<file path="src/rtl/hsd_pkg.sv">
// shared types and constants of the huffman stream decoder
package hsd_pkg;

    localparam int NODE_SLOTS_DEF  = 512;
    localparam int STACK_SLOTS_DEF = 256;
    localparam int DRAIN_MAX_DEF   = 64;

    localparam int IDX_W  = 9;
    localparam int NODE_W = 19;

    localparam logic [1:0] PH_FLAG = 2'd0;
    localparam logic [1:0] PH_LEAF = 2'd1;
    localparam logic [1:0] PH_WALK = 2'd2;
    localparam logic [1:0] PH_HALT = 2'd3;

    localparam logic OP_BYTE  = 1'b0;
    localparam logic OP_DRAIN = 1'b1;

    typedef struct packed {
        logic       opcode;
        logic [7:0] stream_byte;
    } hsd_item_t;

    typedef struct packed {
        logic      valid;
        hsd_item_t item;
    } hsd_head_t;

    typedef struct packed {
        logic [7:0] sym;
        logic       symv;
        logic       last;
        logic       fin;
        logic       err;
    } hsd_res_t;

endpackage

</file>
<file path="src/rtl/hsd_ifs.sv">
// channel interfaces of the huffman stream decoder
interface hsd_item_if;
    logic       valid;
    logic       ready;
    logic       opcode;
    logic [7:0] stream_byte;
    modport source (output valid, output opcode, output stream_byte, input ready);
    modport sink (input valid, input opcode, input stream_byte, output ready);
endinterface


</file>
<file path="src/rtl/hsd_front.sv">
// input front: accepts items into a two-entry queue for the back end
module hsd_front (
    input  logic                clk,
    input  logic                rst_n,
    hsd_item_if.sink            item,
    input  logic                pop,
    output hsd_pkg::hsd_head_t  head
);
    hsd_pkg::hsd_item_t mem_reg [2];
    logic       wp_reg, wp_next;
    logic       rp_reg, rp_next;
    logic [1:0] cnt_reg, cnt_next;
    logic       push;

    assign item.ready = (cnt_reg != 2'd2);
    assign push = item.valid && item.ready;
    assign head.valid = (cnt_reg != 2'd0);
    assign head.item = mem_reg[rp_reg];

    always_comb
    begin
        wp_next = wp_reg;
        rp_next = rp_reg;
        cnt_next = cnt_reg;
        if (push)
        begin
            wp_next = ~wp_reg;
        end
        if (pop && head.valid)
        begin
            rp_next = ~rp_reg;
        end
        case ({push, pop && head.valid})
            2'b10: cnt_next = cnt_reg + 2'd1;
            2'b01: cnt_next = cnt_reg - 2'd1;
            default: cnt_next = cnt_reg;
        endcase
    end

    always_ff @(posedge clk or negedge rst_n)
    begin
        if (!rst_n)
        begin
            wp_reg <= 1'b0;
            rp_reg <= 1'b0;
            cnt_reg <= 2'd0;
        end
        else
        begin
            wp_reg <= wp_next;
            rp_reg <= rp_next;
            cnt_reg <= cnt_next;
        end
    end

    always_ff @(posedge clk)
    begin
        if (push)
        begin
            mem_reg[wp_reg] <= {item.opcode, item.stream_byte};
        end
    end
endmodule

</file>
<file path="src/flat_wrapper.sv">
// flat-port wrapper written by rule: the top's interface ports become plain ports
module hsd_front_flat 
  (clk, rst_n, pop, head, item_valid, item_opcode, item_stream_byte, item_ready);
  hsd_item_if item_i ();
  input  logic clk;
  input  logic rst_n;
  input  logic pop;
  output hsd_pkg::hsd_head_t head;
  input wire logic [$bits(item_i.valid)-1:0] item_valid;
  input wire logic [$bits(item_i.opcode)-1:0] item_opcode;
  input wire logic [$bits(item_i.stream_byte)-1:0] item_stream_byte;
  output wire logic [$bits(item_i.ready)-1:0] item_ready;
  assign item_i.valid = item_valid;
  assign item_i.opcode = item_opcode;
  assign item_i.stream_byte = item_stream_byte;
  assign item_ready = item_i.ready;
  hsd_front u_core (.clk(clk), .rst_n(rst_n), .item(item_i), .pop(pop), .head(head));
endmodule
</file>
<file path="config.mk">
export PLATFORM = sky130hd
export DESIGN_NAME = hsd_front_flat
export DESIGN_NICKNAME = d
export VERILOG_FILES = /design/src/rtl/hsd_pkg.sv /design/src/rtl/hsd_ifs.sv /design/src/rtl/hsd_front.sv /design/src/flat_wrapper.sv
export SDC_FILE = /design/constraint.sdc
export NUM_CORES = 1
export LEC_CHECK = 0
export BUFFER_PORTS_ARGS = -buffer_cell sky130_fd_sc_hd__clkbuf_2
export CAP_MARGIN = 5
export CORE_MARGIN = 8
export CORE_UTILIZATION = 44
export CTS_CLUSTER_SIZE = 24
export DETAILED_ROUTE_END_ITERATION = 8
export PLACE_DENSITY_LB_ADDON = 0.2
export SETUP_SLACK_MARGIN = 0.5
export SYNTH_ARGS = -nofsm -noshare
export SYNTH_HDL_FRONTEND = slang
export SYNTH_SLANG_ARGS = --single-unit
export TNS_END_PERCENT = 50
</file>
<file path="constraint.sdc">
create_clock -name clk -period 1.35 [get_ports clk]
set_input_delay 0.27 -clock clk [delete_from_list [all_inputs] [get_ports clk]]
set_output_delay 0.27 -clock clk [all_outputs]
set_load 0.02 [all_outputs]
</file>
==> results of run 1 <==
==> final cells by class <==
| cell class | count | area [µm²] | area share |
|---|---|---|---|
| clock buffer | 3 | 22.5 | 0.0170 |
| tap | 27 | 33.8 | 0.0255 |
| timing repair buffer | 39 | 352 | 0.266 |
| sequential | 22 | 642 | 0.485 |
| multi-input combinational | 23 | 273 | 0.206 |
==> cells by family after synthesis <==
family                     Yosys count  share of synthesized area
DFF                                 22                      0.761
muxes                                9                      0.120
and+or+nand+nor                      7                     0.0461
xor gates and xnor gates             5                     0.0520
buffers and inverters                1                    0.00594
adders and majority gates            1                     0.0149
==> worst max path at each step <==
stage,end,start,slack (ns),cells after the start
after floorplan,u_core.cnt_reg[1],u_core.cnt_reg[0],-0.11,6
after global placement,u_core.cnt_reg[1],u_core.cnt_reg[0],-0.05,6
after detailed placement,u_core.cnt_reg[1],u_core.cnt_reg[0],-0.08,6
after CTS,head[7],u_core.rp_reg,-0.22,3
after global routing,head[7],u_core.rp_reg,-0.28,3
final,head[7],u_core.rp_reg,-0.22,3
==> metrics by stage <==
step / hold slack [ns] / TNS (ns)
floorplan: -0.0256 / -0.106
global placement: 0.0848 / -0.283
detailed placement: 0.0923 / -0.215
CTS: 0.149 / -2.16
global route: 0.124 / -2.80
finish: 0.159 / -2.10
==> where the power goes <==
part | switching [W] | internal [W]
Sequential | 0.000105 | 0.000949
Clock | 0.000175 | 0.000104
Combinational | 0.000721 | 0.00102
Total | 0.00100 | 0.00207
==> layer usage <==
layer  wire (µm)  up-vias  global-route usage  part of all wire
met3          88        2              0.0473             0.049
met2        1020       18               0.183              0.56
li1            -      253                   -                 -
met4          13        0              0.0510            0.0072
met5           0        -                   0                 0
met1         689      277              0.0964              0.38
==> synthesized netlist by cell type (all sizes together) <==
library cell,n
dfrtp,4
nand2,1
and2,1
nand2b,1
and3,1
ha,1
xnor2,3
edfxtp,18
xor2,2
or2,1
buf,1
mux2,9
nor2,2
==> critical path, delay by kind of cell (launching register included) <==
kind,cells,cell delay (ns)
flops,1,0.43
mux,1,0.31
buf+inv,2,0.27
==> repair_timing <==
item	4_1_cts	5_1_grt
setup buffers	6	4
setup endpoints to repair	33	33
endpoints found under the hold margin	4	0
cloned	0	1
gates resized for setup	20	30
pin swaps	4	0
hold buffers	1	0
==> impl_metrics.toml, run 1 <==
[worst_setup_path]
cp_cell_sequence = "buf_6 > mux2_4 > buf_8"
critical_path.max_stage_delay_ns = 0.43
arrival_ns = 1.30
required_ns = 1.08
crit_type = "flop to output port"
cp-start-kind = "flop"
critPathCaptureType = "output port"
cp_max_fo = 5
r2r_end = "u_core.cnt_reg[1]"
r2r_setup_slack_ns = -0.12
critical_path.slowest_cell = "dfrtp_2"
rr_startpoint = "u_core.cnt_reg[0]"
reg2regPathDepth = 6

[synthesis]
synthDistinctLibCells = 13
synth_cells = 45
synth_top_area_share = 0.642
synth_nets = 59
yosys.area.top_type = "edfxtp_1"
synth_area_um2 = 842
yosys_warnings = 0
yosysSeqAreaShare = 0.761
yosys_register_bits = 22
synth.avg_cell_area_um2 = 18.7
synth_area_leaders = "edfxtp_1, mux2_2, dfrtp_1"

[clock_network]
clock_sinks = 22
clock_latency_ns = 0.30
cts_tree = "done"
cts_buffer_depth = 2
clock-root-buffer = "clkbuf_4"
htree_levels = 1
clkTransAtPathRegs_ns = 0.11
cts-buffers-inserted = 3

[sta]
fin_crit_ns = 1.57
fin_worst_skew_ns = 0.00716
tightest_slew_ns = 0.271
clock.fmax_mhz = 636
finalCritPeriodShare = 1.16
drv_slew = 0
setup_viol = 12
setup_slack_ns = -0.222
grt_setup_unrepaired = "true"
relSlewSlack = 0.819
hold_viol = 0

[grt]
grt_overflow_total = 0
grt_pass1_vias = 581
antenna_found_initial = 0
grt_pass1_wl_um = 2600
grt_usage = 0.103
grt_max_degree = 12

[place]
numPortBuffers = 23
gp_congestion = 0.642
place_ws_ns = -0.0782
dp.cells = 99
post_dp_cell_area_um2 = 1060

[power]
power_w = 0.00307
vdd_drop_max_uv = 1520
p_leak_nw = 0.550
p_per_area_nw_per_um2 = 2320

[detailed_routing]
ant_nets = 0
wire_per_inst_um = 15.9
detail_route.iter0.violations = 13
post_drt_via_cell_ratio = 4.82
drtPass1Iterations = 4
wl_um = 1810
vias = 550
drc_errors = 0

[final_layout]
antenna_cells = 0
fillers = 132
layoutNonFillerInstCount = 114
largest_reg_flops = 18
area_growth_pct = 57.1
final_area_um2 = 1320
layout_commonest_cell = "edfxtp_1"
utilization = 0.703
layout-drive-gt1-share = 0.701
final_cell_mix = "edfxtp_1, buf_6, clkbuf_2"
nNetsFinal = 103

[run_status]
violations = "negative setup slack"
status = "finished, violations left"

[hold_path]
min_from = "item_opcode"
hold_end = "u_core.mem_reg[1][8]"
min-delay-path-class = "primary input to flop"
whs_path_depth = 1

[floorplanning]
dieArea_um2 = 3570
die_h_um = 59.7
ios = 24
rows = 16
core-area_um2 = 1880
start_util = 0.447
die_x_um = 59.7

[run]
max_cap_viol_count = 0
(Power assumes the default switching activity.)
==> run 2, diff against run 1 <==
CORE_UTILIZATION = 33   (was 44)
HOLD_SLACK_MARGIN = 0.1   (was default)
RECOVER_POWER = 25   (was default)
==> run 2 against run 1 <==
  * Flip-flop and latch count did not move
  * The run still ends with negative setup slack left
  * Utilization decreased by 15 points
  * Highest routed layer is now met3
  * Register-to-register slack better by 0.04 ns
  * Worst hold slack got worse by 0.0079 ns
  * Worst setup slack lost 0.0093 ns
  * First-iteration DRC count fell by 31%
  * Largest power group unchanged
  * Combinational power is essentially flat
  * Via count fell by 6.0%
  * Wire length is 7.8% lower
==> impl_metrics.toml, run 2 (synthesized netlist as in run 1, its figures left out) <==
[sta]
drv_slew = 0
clock.fmax_mhz = 632
whs_ns = 0.151
fin_worst_skew_ns = 0.00117
grt_setup_unrepaired = "true"
relSlewSlack = 0.840
setup_viol = 12
tightest_slew_ns = 0.240
fin_crit_ns = 1.58
finalCritPeriodShare = 1.17
hold_viol = 0
setup_slack_ns = -0.231

[detailed_routing]
ant_nets = 0
post_drt_via_cell_ratio = 4.42
wire_per_inst_um = 14.3
drc_errors = 0
drtPass1Iterations = 2
vias = 517
wl_um = 1670
detail_route.iter0.violations = 9

[floorplanning]
ios = 24
start_util = 0.343
rows = 18
core-area_um2 = 2450
die_h_um = 66.5
die_x_um = 66.5
dieArea_um2 = 4420

[worst_setup_path]
crit_buf_inv = 2
critical_path.max_stage_delay_ns = 0.44
crit_type = "flop to output port"
arrival_ns = 1.31
cp_top_family = "flip-flops"
cp-start-kind = "flop"
critPathCaptureType = "output port"
required_ns = 1.08
critical_path.slowest_cell = "dfrtp_2"
cp_cell_sequence = "buf_6 > mux2_4 > buf_8"
cp_max_fo = 5

[grt]
antenna_found_initial = 0
grt_max_degree = 14
grt_pass1_vias = 589
grt_pass1_wl_um = 2640
grt_overflow_total = 0
grt_usage = 0.0795

[run]
max_cap_viol_count = 0

[clock_network]
clkTransAtPathRegs_ns = 0.12
cts_tree = "done"
cts_buffer_depth = 2
clock-root-buffer = "clkbuf_4"
cts-buffers-inserted = 3
clock_sinks = 22
htree_levels = 1
clock_latency_ns = 0.30

[place]
numPortBuffers = 23
hpwl_um = 1120
gp_congestion = 0.669
place_ws_ns = -0.0954
post_dp_cell_area_um2 = 1070

[final_layout]
layout-drive-gt1-share = 0.678
utilization = 0.556
area_growth_pct = 62.1
layout_commonest_cell = "edfxtp_1"
final_cell_mix = "edfxtp_1, buf_6, clkbuf_2"
antenna_cells = 0
largest_reg_flops = 18
nNetsFinal = 102
final_area_um2 = 1370

[power]
p_leak_nw = 0.562
p_per_area_nw_per_um2 = 2410
power_w = 0.00329
vdd_drop_max_uv = 1550

[run_status]
violations = "negative setup slack"
status = "finished, violations left"

[hold_path]
min-delay-path-class = "primary input to flop"
[run 2: final cells by class]
| cell class | count | area (µm²) |
|---|---|---|
| fill | 205 | 1090 |
| sequential | 22 | 642 |
| timing repair buffer | 38 | 349 |
| multi-input combinational | 23 | 284 |
| tap | 30 | 37.5 |
| clock inverter | 1 | 30.0 |
| clock buffer | 3 | 22.5 |
[run 2: metal layers]
| metal | vias to the layer above | routed length, µm | global-route usage |
|---|---|---|---|
| met5 | - | 0 | 0 |
| met4 | 0 | 0 | 0.0400 |
| met3 | 0 | 151 | 0.0302 |
| met2 | 17 | 817 | 0.129 |
| met1 | 248 | 699 | 0.0891 |
| li1 | 252 | - | - |
[run 2: what timing repair did]
item	CTS	global route
gates resized for setup	22	29
hold endpoints to repair	4	0
pin swaps	5	4
buffers inserted	7	0
endpoints found under the setup margin	33	33
hold buffers	1	0
cloned	0	1
[run 2: report_power, final]
part / internal (W) / leakage, nW / total [W] / switching (W)
Combinational: 0.00105 / 0.321 / 0.00175 / 0.000705
Clock: 0.000300 / 0.0279 / 0.000494 / 0.000194
Sequential: 0.000949 / 0.213 / 0.00104 / 0.0000923
Total: 0.00230 / 0.562 / 0.00329 / 0.000991
[run 2: metrics by stage]
stage / setup TNS (ns) / std cells
6_report: -2.18 / 117
5_1_grt: -2.85 / 117
4_1_cts: -2.39 / 116
3_5_place_dp: -0.400 / 104
3_3_place_gp: -0.459 / 104
2_1_floorplan: -0.106 / 45
[run 2: worst paths after layout]
| kind | slack (ns) | end | start | depth (start not counted) |
|---|---|---|---|---|
| max in group asynchronous | 0.92 | u_core.rp_reg | rst_n | 2 |
| max | -0.23 | head[5] | u_core.rp_reg | 3 |
| min in group asynchronous | 0.30 | u_core.cnt_reg[0] | rst_n | 2 |
| min reg2reg | 0.61 | u_core.wp_reg | u_core.wp_reg | 1 |
| min | 0.15 | u_core.mem_reg[0][0] | item_stream_byte[0] | 1 |
| max reg2reg | -0.08 | u_core.cnt_reg[1] | u_core.cnt_reg[0] | 6 |
==> run 3, diff against run 2 <==
--- a/config.mk
+++ b/config.mk
@@ -6,7 +6,9 @@
 export NUM_CORES = 1
 export LEC_CHECK = 0
+export ABC_AREA = 1
 export BUFFER_PORTS_ARGS = -buffer_cell sky130_fd_sc_hd__clkbuf_2
 export CAP_MARGIN = 5
-export CORE_MARGIN = 8
+export CORE_ASPECT_RATIO = 0.5
+export CORE_MARGIN = 5
 export CORE_UTILIZATION = 33
 export CTS_CLUSTER_SIZE = 24
==> constraint.sdc (replaced) <==
create_clock -name clk -period 1.35 [get_ports clk]
set_input_delay 0.135 -clock clk [delete_from_list [all_inputs] [get_ports clk]]
set_output_delay 0.135 -clock clk [all_outputs]
set_load 0.02 [all_outputs]
==> run 3 against run 2 <==
  * The flow now finishes without violations
  * Clock power grew 22%
  * Via count grew 28%
  * Clock-buffer cell count is the same
  * Flip-flop and latch count is the same
==> impl_metrics.toml, run 3 <==
[run_status]
status = "finished clean"

[sta]
drv_slew = 0
relSlewSlack = 0.848
setup_tns_ns = 0
tightest_slew_ns = 0.227
clock.fmax_mhz = 808
setup_viol = 0
fin_crit_ns = 1.24
hold_viol = 0
finalCritPeriodShare = 0.917
grt_setup_unrepaired = "true"
fin_worst_skew_ns = 0.00207

[final_layout]
final_cell_mix = "edfxtp_1, nand2_1, nand2_2"
nNetsFinal = 139
multi_input_area_um2 = 315
layout_commonest_cell = "edfxtp_1"
antenna_cells = 0
layoutNonFillerInstCount = 161
final_area_um2 = 1490
layout-drive-gt1-share = 0.532
largest_reg_flops = 18
area_growth_pct = 67.1
fillers = 211
seqCellArea_um2 = 642

[synthesis]
synth_area_leaders = "edfxtp_1, nand2_1, dfrtp_1"
yosys.area.top_type = "edfxtp_1"
synth.avg_cell_area_um2 = 11.7
yosysSeqAreaShare = 0.720
yosys_warnings = 0
synth_nets = 90
netlist_top_cells_count = "nand2_1, edfxtp_1, inv_1"
synthDistinctLibCells = 16
yosys_register_bits = 22
synth_ff_type = "edfxtp_1"
async_flop_share = 0.182
synth_top_area_share = 0.608
synth_cells = 76
synth_most_common_cell = "nand2_1"
synth_area_um2 = 890
synth-edff-count = 18

[detailed_routing]
wl_um = 1870
ant_nets = 0
vias = 661
wire_per_inst_um = 11.6
post_drt_via_cell_ratio = 4.11
drc_errors = 0
detail_route.iter0.violations = 14
drtPass1Iterations = 4

[worst_setup_path]
crit_type = "flop to flop"
cp-start-kind = "flop"
arrival_ns = 1.40
critPathCaptureType = "flop"
required_ns = 1.51
cp_cell_sequence = "inv_2 > nand2_4 > nand2_4 > inv_2 > ha_4 > inv_4 > nand4_1 > nand2_1"
crit_buf_inv = 3
cp_max_fo = 3
cp_top_family = "flip-flops"
critical_path.slowest_cell = "dfrtp_1"
critical_path.max_stage_delay_ns = 0.43

[floorplanning]
rows = 13
start_util = 0.344
dieArea_um2 = 3900
core-area_um2 = 2590
die_h_um = 46.7
die_x_um = 83.4
ios = 24

[place]
post_dp_cell_area_um2 = 1090
dp.cells = 136
numPortBuffers = 23
gp_congestion = 0.692
hpwl_um = 1140

[power]
power_w = 0.00341
power_frac_comb = 0.511
p_clk_frac = 0.178
internal_power_w = 0.00216
vdd_drop_max_uv = 966
p_sw_w = 0.00124
sw_frac_of_total = 0.365
p_leak_nw = 0.641
power_frac_seq = 0.311
p_per_area_nw_per_um2 = 2290

[run]
max_cap_viol_count = 0

[grt]
grt_overflow_total = 0
grt_pass1_wl_um = 2630
antenna_found_initial = 0
grt_pass1_vias = 622
grt_max_degree = 14
grt_usage = 0.0928

[clock_network]
cts_tree = "done"
htree_levels = 1
cts_buffer_depth = 2
clock_latency_ns = 0.26
clock-root-buffer = "clkbuf_8"
clock_sinks = 22
cts-buffers-inserted = 3
clkTransAtPathRegs_ns = 0.07

[hold_path]
min-delay-path-class = "primary input to flop"
[run 3: cell types whose count changed after synthesis, sizes merged, moves of 2 or more]
cell	delta
inv	+6
mux2	-9
nand2	+36
nand3	+2
xnor2	-2
xor2	-2
[run 3: path summary, 6_finish.rpt]
path,from,slack (ns),end,depth (start not counted)
worst max-delay path,u_core.cnt_reg[1],0.11,u_core.cnt_reg[1],8
worst min-delay path,pop,0.14,u_core.rp_reg,3
worst max register to register,u_core.cnt_reg[1],0.11,u_core.cnt_reg[1],8
worst min register to register,u_core.cnt_reg[0],0.59,u_core.cnt_reg[0],2
max in group asynchronous,rst_n,0.92,u_core.rp_reg,2
min in group asynchronous,rst_n,0.23,u_core.cnt_reg[1],2
[run 3: repair_timing]
item	in CTS	in global routing
pin swaps	3	13
endpoints found under the hold margin	22	0
setup endpoints to repair	33	33
buffers inserted	3	6
resized for setup	2	56
gates cloned	0	2
hold buffers	10	0
[run 3: cell families after synthesis]
group,Yosys count,synth area share
adders and majority gates,1,0.0141
AOI/OAI and AO/OA,1,0.00562
buffers and inverters,8,0.0352
and+or+nand+nor,43,0.215
xor gates and xnor gates,1,0.00985
DFF,22,0.720
[run 3: metal layers]
metal,up-vias,wire length [µm],global-route usage,part of all wire
li1,346,-,-,-
met1,297,774,0.0943,0.41
met2,14,974,0.174,0.52
met3,4,87,0.0446,0.047
met4,0,31,0.0385,0.017
met5,-,0,0,0
[run 3: power groups by stage]
stage / clock network, W / registers [W] / logic, W
floorplan: 0 / 0.00103 / 0.000796
global placement: 0 / 0.00104 / 0.00110
detailed placement: 0 / 0.00105 / 0.00111
CTS: 0.000620 / 0.00103 / 0.00123
global route: 0.000652 / 0.00108 / 0.00189
finish: 0.000605 / 0.00106 / 0.00174
[run 3: cell type report]
cell class | count | area share
multi-input cells | 47 | 0.212
repair buffers | 44 | 0.254
inverters | 7 | 0.0227
well taps | 37 | 0.0311
clock buffers | 3 | 0.0278
flip-flops and latches | 22 | 0.432
clock inverters | 1 | 0.0202
[run 3: worst reg2reg max path: cells and delay by family, from the launching register on]
kind / cells / cell delay, ns
flip-flops: 1 / 0.43
adder cells (fa/ha/maj): 1 / 0.28
AND/OR/NAND/NOR: 4 / 0.25
buffers and inverters: 3 / 0.17
[run 3: through the flow]
stage	hold slack [ns]	setup slack [ns]	util
after floorplan	-0.161	0.124	-
after global placement	-0.0443	0.102	0.420
after detailed placement	-0.0449	0.0792	0.420
after CTS	0.123	0.0950	0.502
after global routing	0.157	0.0326	0.575
final	0.141	0.113	0.575
